==> config.mk <==
export PLATFORM = sky130hd
export DESIGN_NAME = swnp_div_lane
export DESIGN_NICKNAME = d
export VERILOG_FILES = /design/src/rtl/swnp_pkg.sv /design/src/rtl/swnp_div_lane.sv
export SDC_FILE = /design/constraint.sdc
export NUM_CORES = 2
export LEC_CHECK = 0
export ABC_AREA = 1
export BUFFER_PORTS_ARGS = -buffer_cell sky130_fd_sc_hd__buf_2
export CAP_MARGIN = 15
export CORE_ASPECT_RATIO = 0.9
export CORE_MARGIN = 4
export CORE_UTILIZATION = 55
export CTS_CLUSTER_DIAMETER = 50
export DETAILED_ROUTE_END_ITERATION = 16
export PLACE_DENSITY = 0.76
export SLEW_MARGIN = 20
export SYNTH_ARGS = -nofsm -noshare
export SYNTH_HDL_FRONTEND = slang
export SYNTH_SLANG_ARGS = --single-unit
==> constraint.sdc <==
create_clock -name clk -period 4.9 [get_ports clk]
set_input_delay 0.735 -clock clk [delete_from_list [all_inputs] [get_ports clk]]
set_output_delay 0.735 -clock clk [all_outputs]
set_load 0.1 [all_outputs]
==> src/rtl/swnp_pkg.sv <==
// ----------------------------------------------------------------------------
// swnp_pkg: shared types and constants for the skin weight normalizer
// Word layouts of both channels, float32 constants, the divider lane stage
// record and the truncating float32 to half conversion.
// ----------------------------------------------------------------------------
package swnp_pkg;

	localparam logic [31:0] QNAN_DEFAULT = 32'hFFC00000;
	localparam logic [31:0] QUIET_BIT    = 32'h00400000;
	localparam logic [31:0] POS_INF      = 32'h7F800000;
	localparam logic [31:0] ONE_F        = 32'h3F800000;
	localparam logic [7:0]  EXP_MAX      = 8'hFF;
	localparam logic [14:0] HALF_INF     = 15'h7C00;
	localparam int          F_BIAS       = 127;
	localparam int          H_BIAS       = 15;
	localparam int          QUO_BITS     = 25;

	typedef struct packed {
		logic [31:0] pos_x;
		logic [31:0] pos_y;
		logic [31:0] pos_z;
		logic [31:0] weight_0;
		logic [31:0] weight_1;
		logic [31:0] weight_2;
		logic [31:0] weight_3;
		logic [31:0] bone_ids_in;
	} swnp_in_t;

	typedef struct packed {
		logic [31:0] out_pos_x;
		logic [31:0] out_pos_y;
		logic [31:0] out_pos_z;
		logic [63:0] half_weights;
		logic [31:0] bone_ids_out;
		logic [31:0] norm_weight_0;
		logic [31:0] norm_weight_1;
		logic [31:0] norm_weight_2;
		logic [31:0] norm_weight_3;
	} swnp_out_t;

	typedef struct packed {
		logic [QUO_BITS-1:0] rem;
		logic [QUO_BITS-1:0] quo;
		logic [23:0]         dsr;
		logic signed [9:0]   ex;
		logic                sg;
		logic                spec;
		logic [31:0]         sval;
	} swnp_div_t;

	function automatic logic is_nan(input logic [31:0] x);
		return (x[30:23] == EXP_MAX) && (x[22:0] != 23'd0);
	endfunction

	function automatic logic is_inf(input logic [31:0] x);
		return (x[30:23] == EXP_MAX) && (x[22:0] == 23'd0);
	endfunction

	function automatic logic [15:0] half_trunc(input logic [31:0] x);
		int e;
		e = int'(x[30:23]) - F_BIAS + H_BIAS;
		if (e <= 0) begin
			return {x[31], 15'd0};
		end else if (e >= 31) begin
			return {x[31], HALF_INF};
		end else begin
			return {x[31], 5'(e), x[22:13]};
		end
	endfunction

endpackage

==> src/rtl/swnp_div_lane.sv <==
// ----------------------------------------------------------------------------
// swnp_div_lane: pipelined float32 divider lane
// Normalizes both operands, produces one quotient bit per stage by restoring
// division and rounds to nearest even, with gradual underflow.
// ----------------------------------------------------------------------------
module swnp_div_lane (
	input  logic        clk,
	input  logic        en,
	input  logic [31:0] w,
	input  logic [31:0] s,
	output logic [31:0] q
);
	import swnp_pkg::*;

	logic [23:0]       mw_s1, ms_s1;
	logic signed [9:0] ew_s1, es_s1;
	logic              sg_s1, spec_s1;
	logic [31:0]       sval_s1;

	swnp_div_t it_s [0:QUO_BITS];
	logic [31:0] res_s3;

	logic        wn, sn, wi, si, wz, sz, sg;
	logic [31:0] sval;
	logic [23:0] mwr, msr, mwn, msn;
	logic [4:0]  lzw, lzs;

	always_comb begin
		wn  = is_nan(w);
		sn  = is_nan(s);
		wi  = is_inf(w);
		si  = is_inf(s);
		wz  = w[30:0] == 31'd0;
		sz  = s[30:0] == 31'd0;
		sg  = w[31] ^ s[31];
		mwr = {w[30:23] != 8'd0, w[22:0]};
		msr = {s[30:23] != 8'd0, s[22:0]};
		lzw = 5'd0;
		lzs = 5'd0;
		for (int i = 0; i < 24; i++) begin
			if (mwr[i]) begin
				lzw = 5'(23 - i);
			end
			if (msr[i]) begin
				lzs = 5'(23 - i);
			end
		end
		mwn = mwr << lzw;
		msn = msr << lzs;
		if (wn) begin
			sval = w | QUIET_BIT;
		end else if (sn) begin
			sval = s | QUIET_BIT;
		end else if ((wi && si) || (wz && sz)) begin
			sval = QNAN_DEFAULT;
		end else if (wi || sz) begin
			sval = {sg, POS_INF[30:0]};
		end else begin
			sval = {sg, 31'd0};
		end
	end

	always_ff @(posedge clk) begin
		if (en) begin
			mw_s1   <= mwn;
			ms_s1   <= msn;
			ew_s1   <= $signed({2'b00, (w[30:23] == 8'd0) ? 8'd1 : w[30:23]})
				- $signed({5'd0, lzw});
			es_s1   <= $signed({2'b00, (s[30:23] == 8'd0) ? 8'd1 : s[30:23]})
				- $signed({5'd0, lzs});
			sg_s1   <= sg;
			spec_s1 <= wn | sn | wi | si | wz | sz;
			sval_s1 <= sval;
		end
	end

	logic lt;

	always_comb begin
		lt = mw_s1 < ms_s1;
	end

	always_ff @(posedge clk) begin
		if (en) begin
			it_s[0].rem  <= lt ? {mw_s1, 1'b0} : {1'b0, mw_s1};
			it_s[0].quo  <= '0;
			it_s[0].dsr  <= ms_s1;
			it_s[0].ex   <= ew_s1 - es_s1 + (lt ? 10'sd126 : 10'sd127);
			it_s[0].sg   <= sg_s1;
			it_s[0].spec <= spec_s1;
			it_s[0].sval <= sval_s1;
		end
	end

	for (genvar k = 0; k < QUO_BITS; k++) begin : g_iter
		logic                ge;
		logic [QUO_BITS-1:0] nrem;

		always_comb begin
			ge   = it_s[k].rem >= {1'b0, it_s[k].dsr};
			nrem = ge ? it_s[k].rem - {1'b0, it_s[k].dsr} : it_s[k].rem;
		end

		always_ff @(posedge clk) begin
			if (en) begin
				it_s[k+1].rem  <= {nrem[QUO_BITS-2:0], 1'b0};
				it_s[k+1].quo  <= {it_s[k].quo[QUO_BITS-2:0], ge};
				it_s[k+1].dsr  <= it_s[k].dsr;
				it_s[k+1].ex   <= it_s[k].ex;
				it_s[k+1].sg   <= it_s[k].sg;
				it_s[k+1].spec <= it_s[k].spec;
				it_s[k+1].sval <= it_s[k].sval;
			end
		end
	end

	swnp_div_t           fin;
	logic                st, rnd, ovf;
	logic [9:0]          shv;
	logic [QUO_BITS-1:0] qs;
	logic [8:0]          eu;
	logic [31:0]         p, res;

	always_comb begin
		fin = it_s[QUO_BITS];
		st  = fin.rem != '0;
		ovf = fin.ex > 10'sd254;
		shv = 10'd0;
		if (fin.ex >= 10'sd1) begin
			qs = fin.quo;
			eu = fin.ex[8:0];
		end else begin
			shv = 10'(10'sd1 - fin.ex);
			eu  = 9'd1;
			if (shv >= 10'(QUO_BITS + 1)) begin
				qs = '0;
				st = 1'b1;
			end else begin
				qs = fin.quo >> shv;
				st = st | (|(fin.quo & ~({QUO_BITS{1'b1}} << shv)));
			end
		end
		rnd = qs[0] & (st | qs[1]);
		p   = {eu - 9'd1, 23'd0} + {8'd0, qs[QUO_BITS-1:1]} + {31'd0, rnd};
		if (fin.spec) begin
			res = fin.sval;
		end else if (ovf || (p[30:23] == EXP_MAX)) begin
			res = {fin.sg, POS_INF[30:0]};
		end else begin
			res = {fin.sg, p[30:0]};
		end
	end

	always_ff @(posedge clk) begin
		if (en) begin
			res_s3 <= res;
		end
	end

	assign q = res_s3;
endmodule

==> impl_metrics.csv <==
group,metric,value,unit
timing,fmax,218,MHz
synth,synth.largest_area_cell,"edfxtp_1",
drt,routedWlPerCell,19.5,um
timing,hold_slack,0.188,ns
timing,relSlewSlack,27.7,%
die,core,227000,sq um
die,die_area,237000,sq um
finish,area_growth,11.6,%
timing,setup_violations,0,
synth,netlist.area_leader.share,67.4,%
synth,synth_nets,11000,
synth,yosys_warnings,0,
setup_path,crit_fanout,26,
finish,finish.net_count,11300,
synth,synth_async_sr_flop_share,0,%
clock_tree,clockRootBuffer,"clkbuf_16",
clock_tree,cts_buffers,309,
placed_design,place_congestion,0.930,
placed_design,dpl.hpwl,191,mm
drt,drc_errors,0,
global_route,grt_pass1_vias,75700,
timing,drv_slew,0,
synth,synth-edff-count,2826,
clock_tree,clkSinkCount,2826,
die,num_rows,166,
status,status,"complete, no violations",
finish,final_area,141000,sq um
clock_tree,cts_htree_levels,5,
setup_path,cp_slowest_cell,"edfxtp_1",
synth,synthFlopType,"edfxtp_1",
setup_path,endpoint_kind,"register",
clock_tree,cts_tree,"built",
synth,synth_seq_cells,2826,
finish,drive_above_1_share,7.13,%
drt,wl,269,mm
die,fp.dieH,462,um
placed_design,numPortBuffers,97,
die,floorplan.die.width,512,um
timing,clock_skew,0.0707,ns
die,ios,98,
global_route,antenna_found_initial,14,
hold_path,min_path_type,"in2reg",
drt,viasPerCell,5.53,
clock_tree,clk_pin_slew,0.06,ns
power_and_ir_drop,vdd_drop_max,0.482,mV
synth,postSynthCellCount,10200,
synth,ys_top_cells_by_area,"edfxtp_1 67%, ha_1 6.5%, a21oi_1 4.7%",
setup_path,required,5.54,ns
run,cap_violations,0,
setup_path,slowest_delay,0.42,ns
setup_path,cp-start-kind,"register",
clock_tree,clk_path_buf_depth,4,
global_route,gr-total-overflow,0,
global_route,grt.total_usage,22.5,%
synth,synth_area,126000,sq um
drt,drtIter0Drc,6948,
timing,hold_viol,0,
clock_tree,post_cts_buffers,0,
synth,synth_cell_type_count,61,
global_route,grt_max_degree,201,
setup_path,path_common_cell,"nand2_1",
timing,finalSetupTns,0,ns
setup_path,cp_data_arrival_time,5.24,ns
setup_path,path_class,"reg2reg",
power_and_ir_drop,p_leak,55.2,nW
drt,first_pass_iters,8,
clock_tree,clock_latency,0.94,ns
timing,period_share,93.8,%
synth,syn_area_per_cell,12.3,sq um
synth,synthTopCellsByCount,"2826 x edfxtp_1, 1468 x nand2_1, 1186 x a21oi_1",
placed_design,place_area,131000,sq um
die,initial_utilization,55.3,%
synth,synth.most_common_cell,"edfxtp_1",
drt,via_count,76500,
power_and_ir_drop,p_total,82.0,mW
global_route,grt_pass1_wl,421,mm
power_and_ir_drop,cellPowerDensity,584,nW/um^2
timing,worst_pin_slew,1.06,ns
synth,ys_seq_area_share,67.4,%
drt,ant_nets,0,
finish,final_core_util,61.8,%
timing,fin_crit,4.60,ns
-- power by group --
part / internal, mW / total (mW) / switching (mW)
sequential: 32.5 / 34.7 / 2.25
clock: 13.3 / 22.3 / 9.06
combinational: 9.77 / 25.0 / 15.2
-- stage by stage --
| stage | std cells | setup WS [ns] |
|---|---|---|
| 2_1_floorplan | 10200 | 0.578 |
| 3_3_place_gp | 13300 | 0.346 |
| 3_5_place_dp | 13300 | 0.304 |
| 4_1_cts | 13800 | 0.269 |
| 5_1_grt | 13800 | -0.0585 |
| 6_report | 13800 | 0.304 |
-- final cells by class --
class,count,area (sq um)
fill,17000,86900
sequential,2826,84900
multi-input combinational,6150,36300
clock buffer,357,7980
inverter,1063,3990
tap,3024,3780
timing repair buffer,226,1840
clock inverter,170,1780
antenna,9,22.5
-- critical path: cells and delay by family (launching register included) --
kind	cells	cell delay, ns
adder cells (fa/ha/maj)	2	0.47
flip-flops	1	0.42
AND/OR/NAND/NOR	25	2.77
buffers and inverters	5	0.64
-- kinds of logic after synthesis --
group | share of synthesized area, %
xor+xnor | 3.96
fa+ha+maj | 6.87
compound gates | 7.21
simple gates | 10.7
flops | 67.4
buf+inv | 3.89
-- placed cells by master (no fill, tap or decap), types with 14 or more instances in the layout --
cell type / synthesis / layout
bufinv_16: 0 / 30
clkinvlp_4: 0 / 22
nor3_1: 54 / 53
a211oi_1: 20 / 20
nand3_2: 12 / 14
nand3b_1: 15 / 15
or2_2: 14 / 14
xor2_1: 179 / 179
nand2_2: 21 / 21
inv_1: 1048 / 1048
nor2_2: 13 / 14
clkinv_1: 5 / 49
buf_4: 1 / 100
xnor2_1: 390 / 389
clkbuf_16: 0 / 313
fa_1: 26 / 26
o211ai_1: 37 / 37
o21ai_0: 347 / 346
nand3_1: 504 / 502
nand4_1: 97 / 97
o21ai_1: 25 / 25
buf_12: 1 / 27
a21oi_1: 1186 / 1185
ha_1: 649 / 647
clkbuf_1: 125 / 45
nor4_1: 42 / 42
o21bai_1: 17 / 17
nor2_1: 923 / 921
edfxtp_1: 2826 / 2826
clkinv_2: 0 / 40
nand2_1: 1468 / 1468
buf_2: 60 / 96
-- repair_timing --
item,4_1_cts,5_1_grt
endpoints found under the setup margin,0,26
hold buffers,0,0
resized for setup,0,8
-- worst paths after layout --
kind / from / to / slack (ns) / depth (start not counted)
worst max-delay path: it_s[12][153] / q[8] / 0.30 / 32
worst min-delay path: s[29] / es_s1[6] / 0.19 / 2
worst max register to register: it_s[12][153] / q[8] / 0.30 / 32
worst min register to register: it_s[10][18] / it_s[10][136] / 0.35 / 0
-- metal layers --
metal | up-vias | global-route usage (%) | part of all wire (%)
met5 | - | 0 | 0.0093
met4 | 4 | 8.03 | 3.5
met3 | 572 | 3.22 | 5.3
met2 | 2391 | 38.3 | 48
met1 | 36500 | 29.9 | 43
li1 | 37000 | - | -
-- state kept, by name, indices dropped and copies added (netlist names) --
register / count
it_s: 2694
q: 32
sval_s1: 32
ms_s1: 24
mw_s1: 24
es_s1: 9
ew_s1: 9
sg_s1: 1
spec_s1: 1
Power figures use the tool's default switching activity.
