[src/rtl/swnp_pkg.sv]
// ----------------------------------------------------------------------------
// swnp_pkg: shared types and constants for the skin weight normalizer
// Word layouts of both channels, float32 constants, the divider lane stage
// record and the truncating float32 to half conversion.
// ----------------------------------------------------------------------------
package swnp_pkg;

	localparam logic [31:0] QNAN_DEFAULT = 32'hFFC00000;
	localparam logic [31:0] QUIET_BIT    = 32'h00400000;
	localparam logic [31:0] POS_INF      = 32'h7F800000;
	localparam logic [31:0] ONE_F        = 32'h3F800000;
	localparam logic [7:0]  EXP_MAX      = 8'hFF;
	localparam logic [14:0] HALF_INF     = 15'h7C00;
	localparam int          F_BIAS       = 127;
	localparam int          H_BIAS       = 15;
	localparam int          QUO_BITS     = 25;

	typedef struct packed {
		logic [31:0] pos_x;
		logic [31:0] pos_y;
		logic [31:0] pos_z;
		logic [31:0] weight_0;
		logic [31:0] weight_1;
		logic [31:0] weight_2;
		logic [31:0] weight_3;
		logic [31:0] bone_ids_in;
	} swnp_in_t;

	typedef struct packed {
		logic [31:0] out_pos_x;
		logic [31:0] out_pos_y;
		logic [31:0] out_pos_z;
		logic [63:0] half_weights;
		logic [31:0] bone_ids_out;
		logic [31:0] norm_weight_0;
		logic [31:0] norm_weight_1;
		logic [31:0] norm_weight_2;
		logic [31:0] norm_weight_3;
	} swnp_out_t;

	typedef struct packed {
		logic [QUO_BITS-1:0] rem;
		logic [QUO_BITS-1:0] quo;
		logic [23:0]         dsr;
		logic signed [9:0]   ex;
		logic                sg;
		logic                spec;
		logic [31:0]         sval;
	} swnp_div_t;

	function automatic logic is_nan(input logic [31:0] x);
		return (x[30:23] == EXP_MAX) && (x[22:0] != 23'd0);
	endfunction

	function automatic logic is_inf(input logic [31:0] x);
		return (x[30:23] == EXP_MAX) && (x[22:0] == 23'd0);
	endfunction

	function automatic logic [15:0] half_trunc(input logic [31:0] x);
		int e;
		e = int'(x[30:23]) - F_BIAS + H_BIAS;
		if (e <= 0) begin
			return {x[31], 15'd0};
		end else if (e >= 31) begin
			return {x[31], HALF_INF};
		end else begin
			return {x[31], 5'(e), x[22:13]};
		end
	endfunction

endpackage

[src/rtl/swnp_fadd.sv]
// ----------------------------------------------------------------------------
// swnp_fadd: three-stage float32 adder
// Align, add with leading-zero count, then normalize and round to nearest
// even. Subnormals, infinities and NaNs follow IEEE single precision.
// ----------------------------------------------------------------------------
module swnp_fadd (
	input  logic        clk,
	input  logic        en,
	input  logic [31:0] a,
	input  logic [31:0] b,
	output logic [31:0] y
);
	import swnp_pkg::*;

	logic        spec_s1, sign_s1, zsg_s1, sub_s1;
	logic [31:0] sval_s1;
	logic [7:0]  e_s1;
	logic [26:0] mb_s1, al_s1;

	logic        spec_s2, sign_s2, zsg_s2;
	logic [31:0] sval_s2;
	logic [7:0]  e_s2;
	logic [27:0] r_s2;
	logic [4:0]  lz_s2;

	logic [31:0] y_s3;

	logic        a_nan, b_nan, a_inf, b_inf, swap, stk;
	logic [31:0] big, sml, sval;
	logic [7:0]  eb, es, d;
	logic [23:0] mb, ms;
	logic [26:0] msx, al;

	always_comb begin
		a_nan = is_nan(a);
		b_nan = is_nan(b);
		a_inf = is_inf(a);
		b_inf = is_inf(b);
		swap  = b[30:0] > a[30:0];
		big   = swap ? b : a;
		sml   = swap ? a : b;
		eb    = (big[30:23] == 8'd0) ? 8'd1 : big[30:23];
		es    = (sml[30:23] == 8'd0) ? 8'd1 : sml[30:23];
		mb    = {big[30:23] != 8'd0, big[22:0]};
		ms    = {sml[30:23] != 8'd0, sml[22:0]};
		d     = eb - es;
		msx   = {ms, 3'b000};
		if (d >= 8'd27) begin
			al  = '0;
			stk = |ms;
		end else begin
			al  = msx >> d;
			stk = |(msx & ~({27{1'b1}} << d));
		end
		al[0] = al[0] | stk;
		if (a_nan) begin
			sval = a | QUIET_BIT;
		end else if (b_nan) begin
			sval = b | QUIET_BIT;
		end else if (a_inf && b_inf && (a[31] != b[31])) begin
			sval = QNAN_DEFAULT;
		end else if (a_inf) begin
			sval = a;
		end else begin
			sval = b;
		end
	end

	always_ff @(posedge clk) begin
		if (en) begin
			spec_s1 <= a_nan | b_nan | a_inf | b_inf;
			sval_s1 <= sval;
			sign_s1 <= big[31];
			zsg_s1  <= a[31] & b[31];
			sub_s1  <= a[31] ^ b[31];
			e_s1    <= eb;
			mb_s1   <= {mb, 3'b000};
			al_s1   <= al;
		end
	end

	logic [27:0] r;
	logic [4:0]  lz;

	always_comb begin
		if (sub_s1) begin
			r = {1'b0, mb_s1} - {1'b0, al_s1};
		end else begin
			r = {1'b0, mb_s1} + {1'b0, al_s1};
		end
		lz = 5'd0;
		for (int i = 0; i < 27; i++) begin
			if (r[i]) begin
				lz = 5'(26 - i);
			end
		end
	end

	always_ff @(posedge clk) begin
		if (en) begin
			spec_s2 <= spec_s1;
			sval_s2 <= sval_s1;
			sign_s2 <= sign_s1;
			zsg_s2  <= zsg_s1;
			e_s2    <= e_s1;
			r_s2    <= r;
			lz_s2   <= lz;
		end
	end

	logic [7:0]  sh, en_e;
	logic [8:0]  e9;
	logic [26:0] m;
	logic        rnd;
	logic [31:0] p, res;

	always_comb begin
		sh   = 8'd0;
		en_e = e_s2 - 8'd1;
		if (r_s2[27]) begin
			m    = r_s2[27:1];
			m[0] = r_s2[1] | r_s2[0];
			e9   = {1'b0, e_s2} + 9'd1;
		end else begin
			sh   = ({3'b000, lz_s2} < en_e) ? {3'b000, lz_s2} : en_e;
			m    = r_s2[26:0] << sh;
			e9   = {1'b0, e_s2 - sh};
		end
		rnd = m[2] & (m[1] | m[0] | m[3]);
		p   = {e9 - 9'd1, 23'd0} + {8'd0, m[26:3]} + {31'd0, rnd};
		if (spec_s2) begin
			res = sval_s2;
		end else if (r_s2 == 28'd0) begin
			res = {zsg_s2, 31'd0};
		end else if (p[30:23] == EXP_MAX) begin
			res = {sign_s2, POS_INF[30:0]};
		end else begin
			res = {sign_s2, p[30:0]};
		end
	end

	always_ff @(posedge clk) begin
		if (en) begin
			y_s3 <= res;
		end
	end

	assign y = y_s3;
endmodule

[config.mk]
export PLATFORM = sky130hd
export DESIGN_NAME = swnp_fadd
export DESIGN_NICKNAME = d
export VERILOG_FILES = /design/src/rtl/swnp_pkg.sv /design/src/rtl/swnp_fadd.sv
export SDC_FILE = /design/constraint.sdc
export NUM_CORES = 1
export LEC_CHECK = 0
export ABC_CLOCK_PERIOD_IN_PS = 19540
export BUFFER_PORTS_ARGS = -buffer_cell sky130_fd_sc_hd__buf_2
export CORE_MARGIN = 10
export CORE_UTILIZATION = 30
export DETAILED_ROUTE_END_ITERATION = 7
export GPL_ROUTABILITY_DRIVEN = 0
export HOLD_SLACK_MARGIN = 0.02
export PLACE_DENSITY = 0.44
export SYNTH_ARGS = -nofsm -noshare
export SYNTH_HDL_FRONTEND = slang
export SYNTH_SLANG_ARGS = --single-unit
[constraint.sdc]
create_clock -name clk -period 19.54 [get_ports clk]
set_clock_uncertainty 0.2 [all_clocks]
set_input_delay 3.908 -clock clk [delete_from_list [all_inputs] [get_ports clk]]
set_output_delay 3.908 -clock clk [all_outputs]
set_load 0.05 [all_outputs]
==> metrics.md, run 1 <==
| Metric | Value |
|---|---|
| Clock sinks | 203 |
| Routed Antenna Nets | 0 |
| Worst-Skew Late Latency | 540 ps |
| CTS clk-pin slew, worst paths | 70 ps |
| Fin cells | 2750 |
| Critical Path AT | 11710 ps |
| Worst Hold Class | reg2reg |
| Peak VDD IR | 60.2 uV |
| CTS Root Buffer Type | clkbuf_16 |
| Synth area leader | edfxtp_1 |
| TNS Setup | 0 ps |
| Number of global-route vias before repair | 15694 |
| Initial drt markers | 1523 |
| Starting density of the core | 30.5% |
| Syn Inst Count | 1922 |
| Top delay family on crit path | simple AND/OR/NAND/NOR gates |
| Fmax achieved | 85.9 MHz |
| # resized after CTS | 0 |
| Die span in x | 263 um |
| Yosys reg bits | 203 |
| Initial antenna violation count | 4 |
| Post-synthesis sequential area ratio | 34.4% |
| Die height | 263 um |
| Delay of the slowest critical-path stage | 680 ps |
| H-Tree Depth | 1 |
| Worst-Margin Slew | 1010 ps |
| Placed cells | 2704 |
| Gr ovfl total | 0 |
| RSZ-0062 raised after global routing | false |
| Largest net degree at the start of global routing | 76 |
| Post-layout util | 34.2% |
| Slew HR | 31.8% |
| Synth Cell Area | 17700 um^2 |
| Pre-Repair DR Iteration Count | 6 |
| DR vias/cell | 5.86 |
| Static Leak | 7.53 nW |
| DRC | 0 |
| Core Footprint | 58000 um^2 |
| CP startpoint kind | input pin |
| Count of cell types in the netlist | 104 |
| Die area | 69100 um^2 |
| Top FF cell, synth | edfxtp_1 |
| CP bufs+invs | 3 |
| Period utilization | 59.6% |
| DR vias | 16128 |
| Post-synth top cells | 233 x nand2_1, 203 x edfxtp_1, 126 x nor2_1 |
| Top cell type's share of synthesized area | 34.4% |
| Max-cap viol count | 0 |
| CTS tree | built |
| Routed WL | 66100 um |
| Layout cell share with drive strength beyond 1 | 13.2% |
| Most frequent CP cell | o21a_1 |
| Post-Syn Area per Cell | 9.21 um^2 |
| Hold-fix buffers, CTS | 0 |
| Total CTS buffers | 25 |
| Syn nets | 2095 |
| Final Setup Violations | 0 |
| Gr usage total | 18.3% |
| Fin crit period | 11640 ps |
| CP endpoint kind | register |
| Post-CTS Setup Bufs | 0 |
| Synth async-reset ratio | 0% |
| EDFF count, synth | 203 |
| Final HPWL DP | 50800 um |
| Status | finished clean |
| PortBufs | 97 |
| Final net count | 2139 |
| Worst path required time | 19610 ps |
| Worst setup path category | in2reg |
| Syn. warnings | 0 |
| Final hold violations | 0 |
| CP Max Fanout | 19 |
| PwrDens | 114 nW/um^2 |
| Slew Limit Fails | 0 |
| Max clock buf depth | 3 |
| First-pass GRT wire length | 100000 um |
| Top-count cell post-synth | nand2_1 |
| Synth area leaders | edfxtp_1 34%, ha_1 7.4%, nand2_1 4.9%, mux4_2 3.4%, a21oi_1 3.0% |
| Critical path's slowest cell | nor2_1 |
| Cell Rows | 88 |
| Ports | 98 |
| Antenna Cells | 0 |
| WL/cell | 24.0 um |
| Area Growth Syn to Fin | 12.0% |
## worst register-to-register path, delay by kind of cell (launching register included)
kind	cells	cell delay [ps]
simple gates	9	2430
compound gates	8	1940
buf+inv	4	1210
fa+ha+maj	3	1080
xor+xnor	4	960
flops	1	360
## sequential cells by signal (all words and copies together) (netlist names)
signal / cells
spec_s2: 1
zsg_s2: 1
mb_s1: 24
sub_s1: 1
spec_s1: 1
sval_s2: 32
lz_s2: 5
e_s2: 8
sign_s2: 1
sign_s1: 1
zsg_s1: 1
y: 32
sval_s1: 32
r_s2: 28
e_s1: 8
al_s1: 27
## cells by family (layout without fill, tap and decap cells)
kind of cell             count (synthesis)  count (layout)  share of synthesized area (%)
XOR/XNOR                                77              77                           3.81
multiplexers                            82              82                           6.71
buffers and inverters                  234             297                           5.42
adder cells (fa/ha/maj)                107             107                           7.69
AND/OR/NAND/NOR                        646             646                           18.3
AO/OA/AOI/OAI                          573             573                           23.7
flip-flops                             203             203                           34.4
## metal layers
layer	up-vias	GRT usage, %	share of wire (%)
li1	7461	-	-
met2	663	29.4	46
met5	-	0	0.047
met1	7873	24.8	45
met4	4	6.01	3.2
met3	127	2.50	6.3
## per-stage QoR
stage / total power, W / worst slack (ps) / area [um^2] / hold slack, ps
final: 0.00225 / 7900 / 19800 / 212
after global routing: 0.00238 / 7230 / 19800 / 221
after CTS: 0.00225 / 8060 / 19800 / 205
after detailed placement: 0.00172 / 7500 / 18900 / 205
after global placement: 0.00172 / 7680 / 18900 / 203
after floorplan: 0.00137 / 8230 / 17700 / 200
## power breakdown
group          switching [W]  internal [W]  total [W]
clock network       0.000197      0.000328   0.000524
registers          0.0000658      0.000555   0.000621
logic               0.000724      0.000384    0.00111
## cell type report
type,count,area (um^2)
Clock inverter,20,284
Fill cell,5961,38200
Clock buffer,26,629
Multi-Input combinational cell,1485,10700
Sequential cell,203,6100
Inverter,124,465
Tap cell,765,957
Timing Repair Buffer,127,719
## path summary, 6_finish.rpt
path	depth (start not counted)	endpoint	slack (ps)	from
max	35	al_s1[0]	7900	a[1]
min	0	sval_s2[6]	210	sval_s1[6]
max reg2reg	28	y[7]	11080	e_s2[0]
min reg2reg	0	sval_s2[6]	210	sval_s1[6]
## cells in the final DEF (no fill, tap or decap), types with 24 or more instances in the layout
master	netlist	layout
a32oi_1	24	24
a22o_1	29	29
o21ai_0	87	86
nor4_1	55	55
nand3_1	39	39
a21o_1	30	30
a22oi_1	31	31
a21oi_1	105	104
buf_4	3	30
edfxtp_1	203	203
xnor2_1	46	45
mux2i_1	44	44
buf_2	14	96
a32o_1	27	27
nand2_1	233	233
nor2_1	126	125
nand4_1	26	26
ha_1	104	104
mux4_2	27	27
nor3_1	40	39
a211oi_1	25	25
clkbuf_16	0	25
xor2_1	31	30
inv_1	124	124
nand2b_1	27	27
Power figures use the tool's default switching activity.
==> run 2: changes to the inputs <==
ABC_AREA = 1   (was not set)
ABC_CLOCK_PERIOD_IN_PS = 9500   (was 19540)
PLACE_DENSITY = 0.46   (was 0.44)
clock period = 9.5 ns   (was 19.54 ns; I/O delays follow)
==> metrics.md, run 2 <==
| Metric | Value |
|---|---|
| Layout cell share with drive strength beyond 1 | 8.97% (was 13.2%) |
| Fmax achieved | 117 MHz |
| Area Growth Syn to Fin | 12.2% (was 12.0%) |
| Fin crit period | 8540 ps |
| Gr usage total | 17.5% (was 18.3%) |
| Max-cap viol count | 0 (unchanged) |
| Top-count cell post-synth | nand2_1 (unchanged) |
| NetSw | 0.00212 W (was 0.000986 W) |
| Antenna Cells | 0 (unchanged) |
| Critical path's slowest cell | o21ai_0 (was nor2_1) |
| Final hold violations | 0 (unchanged) |
| H-Tree Depth | 1 (unchanged) |
| PwrDens | 240 nW/um^2 (was 114 nW/um^2) |
| Final net count | 2618 (was 2139) |
| Commonest non-fill, non-tap cell in the layout | nand2_1 (unchanged) |
| Gate power share | 50.7% (was 49.2%) |
| Total CTS buffers | 24 (was 25) |
| Status | finished clean (unchanged) |
| DR vias/cell | 5.07 (was 5.86) |
| CP endpoint kind | register (unchanged) |
| TNS Setup | 0 ps (unchanged) |
| Count of cell types in the netlist | 57 (was 104) |
| PortBufs | 97 (unchanged) |
| Static Leak | 8.76 nW (was 7.53 nW) |
| DR vias | 16317 (was 16128) |
| Starting density of the core | 30.1% (was 30.5%) |
| Post-CTS Setup Bufs | 0 (unchanged) |
| Clock sinks | 203 (unchanged) |
| Yosys reg bits | 203 (unchanged) |
| Worst setup path category | in2reg (unchanged) |
| Initial antenna violation count | 0 (was 4) |
| Die span in x | 258 um (was 263 um) |
| Core Footprint | 56200 um^2 (was 58000 um^2) |
| Period utilization | 89.9% |
| Worst-Margin Slew | 1260 ps (was 1010 ps) |
| Pre-Repair DR Iteration Count | 6 (unchanged) |
| Synth async-reset ratio | 0% (unchanged) |
| Synth area leaders | edfxtp_1 36%, nand2_1 16%, ha_1 7.7%, nand3_1 7.5%, inv_1 5.9% (was edfxtp_1 34%, ha_1 7.4%, nand2_1 4.9%, mux4_2 3.4%, a21oi_1 3.0%) |
| # resized after CTS | 0 (unchanged) |
| Worst Hold Class | reg2reg (unchanged) |
| Syn. warnings | 0 (unchanged) |
| Top FF cell, synth | edfxtp_1 (unchanged) |
| Clock share of power | 22.1% (was 23.3%) |
| Post-Layout Inst Area | 19000 um^2 (was 19800 um^2) |
| Routed WL | 60100 um (was 66100 um) |
| Syn nets | 2563 (was 2095) |
| Delay of the slowest critical-path stage | 490 ps (was 680 ps) |
| DP Area | 18100 um^2 (was 18900 um^2) |
| Seq pwr share | 27.2% (was 27.6%) |
| Largest net degree at the start of global routing | 90 (was 76) |
| RSZ-0062 raised after global routing | false (unchanged) |
| EDFF count, synth | 203 (unchanged) |
| Worst path required time | 9570 ps (was 19610 ps) |
| Synth area leader | edfxtp_1 (unchanged) |
| Final Setup Violations | 0 (unchanged) |
| Reg2Reg Setup Slack | 2560 ps (was 11080 ps) |
| Commonest cells after routing, fill and taps aside | 741 x nand2_1, 268 x inv_1, 253 x nand3_1, 203 x edfxtp_1, 173 x nor2_1 (was 233 x nand2_1, 203 x edfxtp_1, 125 x nor2_1, 124 x inv_1) |
| Cell Rows | 87 (was 88) |
| Number of global-route vias before repair | 15708 (was 15694) |
| Int Pwr | 0.00244 W (was 0.00127 W) |
| Gr ovfl total | 0 (unchanged) |
| Max clock buf depth | 3 (unchanged) |
| Routed Antenna Nets | 0 (unchanged) |
| WL/cell | 18.7 um (was 24.0 um) |
| Most frequent CP cell | nand2_1 (was o21a_1) |
| Synth Cell Area | 16900 um^2 (was 17700 um^2) |
| Post-synth top cells | 742 x nand2_1, 268 x inv_1, 253 x nand3_1 (was 233 x nand2_1, 203 x edfxtp_1, 126 x nor2_1) |
| CTS Root Buffer Type | clkbuf_16 (unchanged) |
| Slew HR | 15.4% (was 31.8%) |
| Die height | 258 um (was 263 um) |
| Final HPWL DP | 48300 um (was 50800 um) |
| Worst-Skew Late Latency | 550 ps (was 540 ps) |
| DRC | 0 (unchanged) |
| Critical Path AT | 8610 ps (was 11710 ps) |
| CTS clk-pin slew, worst paths | 60 ps (was 70 ps) |
| CP startpoint kind | input pin (unchanged) |
| Post-Syn Area per Cell | 7.08 um^2 (was 9.21 um^2) |
| First-pass GRT wire length | 92700 um (was 100000 um) |
| Syn Inst Count | 2390 (was 1922) |
| Die area | 66300 um^2 (was 69100 um^2) |
| Post-synthesis sequential area ratio | 36.0% (was 34.4%) |
| CP Max Fanout | 39 (was 19) |
| Slew Limit Fails | 0 (unchanged) |
| Ports | 98 (unchanged) |
| Switching portion of total power | 46.5% (was 43.8%) |
| Hold-fix buffers, CTS | 0 (unchanged) |
| Peak VDD IR | 115 uV (was 60.2 uV) |
| Top cell type's share of synthesized area | 36.0% (was 34.4%) |
| CTS tree | built (unchanged) |
| Initial drt markers | 1255 (was 1523) |
run 2: cell count changes after synthesis, moves of 43 or more:
cell,change
inv_1,+144
mux2i_1,-43
nand2_1,+509
nand3_1,+214
nor2_1,+48
o21ai_0,+59
run 2: cells by family (layout without fill, tap and decap cells):
group | Yosys count | after routing | share of synthesized area, %
AOI/OAI and AO/OA | 362 | 362 | 12.2
xor gates and xnor gates | 39 | 39 | 2.02
adders and majority gates | 107 | 107 | 8.04
buffers and inverters | 374 | 447 | 8.68
DFF | 203 | 203 | 36.0
muxes | 1 | 1 | 0.0591
and+or+nand+nor | 1304 | 1304 | 33.0
run 2: final cells by class:
cell class	count	area, um^2
Fill cell	6154	37200
Multi-Input combinational cell	1813	9370
Sequential cell	203	6100
Inverter	290	1090
Tap cell	756	946
Clock buffer	27	633
Timing Repair Buffer	113	614
Clock inverter	17	234
run 2: power by group through the flow:
stage	Clock [W]	Sequential (W)	Combinational [W]
global placement	0	0.00126	0.00228
CTS	0.00103	0.00124	0.00229
finish	0.00101	0.00124	0.00231
floorplan	0	0.00129	0.00159
global route	0.00107	0.00125	0.00260
detailed placement	0	0.00126	0.00228
run 2: final timing paths:
path,from,endpoint,cells past startpoint
max,a[30],al_s1[0],38
min,sval_s1[3],sval_s2[3],0
max reg2reg,e_s2[1],y[21],34
min reg2reg,sval_s1[3],sval_s2[3],0
run 2: critical path: cells and delay by family:
family          cells  cell delay [ps]
simple gates       20             3150
compound gates      7             1730
buf+inv             7              880
fa+ha+maj           3              850
xor+xnor            1               80
run 2: stage by stage:
stage / power (W) / worst slack [ps] / utilization, % / std cells / hold slack [ps]
2_1_floorplan: 0.00288 / 2020 / - / 2390 / 200
3_3_place_gp: 0.00354 / 652 / 32.3 / 3175 / 200
3_5_place_dp: 0.00354 / 589 / 32.3 / 3175 / 205
4_1_cts: 0.00457 / 1120 / 33.8 / 3219 / 201
5_1_grt: 0.00493 / 359 / 33.8 / 3219 / 213
6_report: 0.00456 / 960 / 33.8 / 3219 / 200
run 2: layer usage:
layer / wire length, um / global-route usage (%)
met1: 27700 / 23.6
met2: 27300 / 28.7
met3: 2760 / 1.84
met4: 2260 / 6.16
met5: 0 / 0
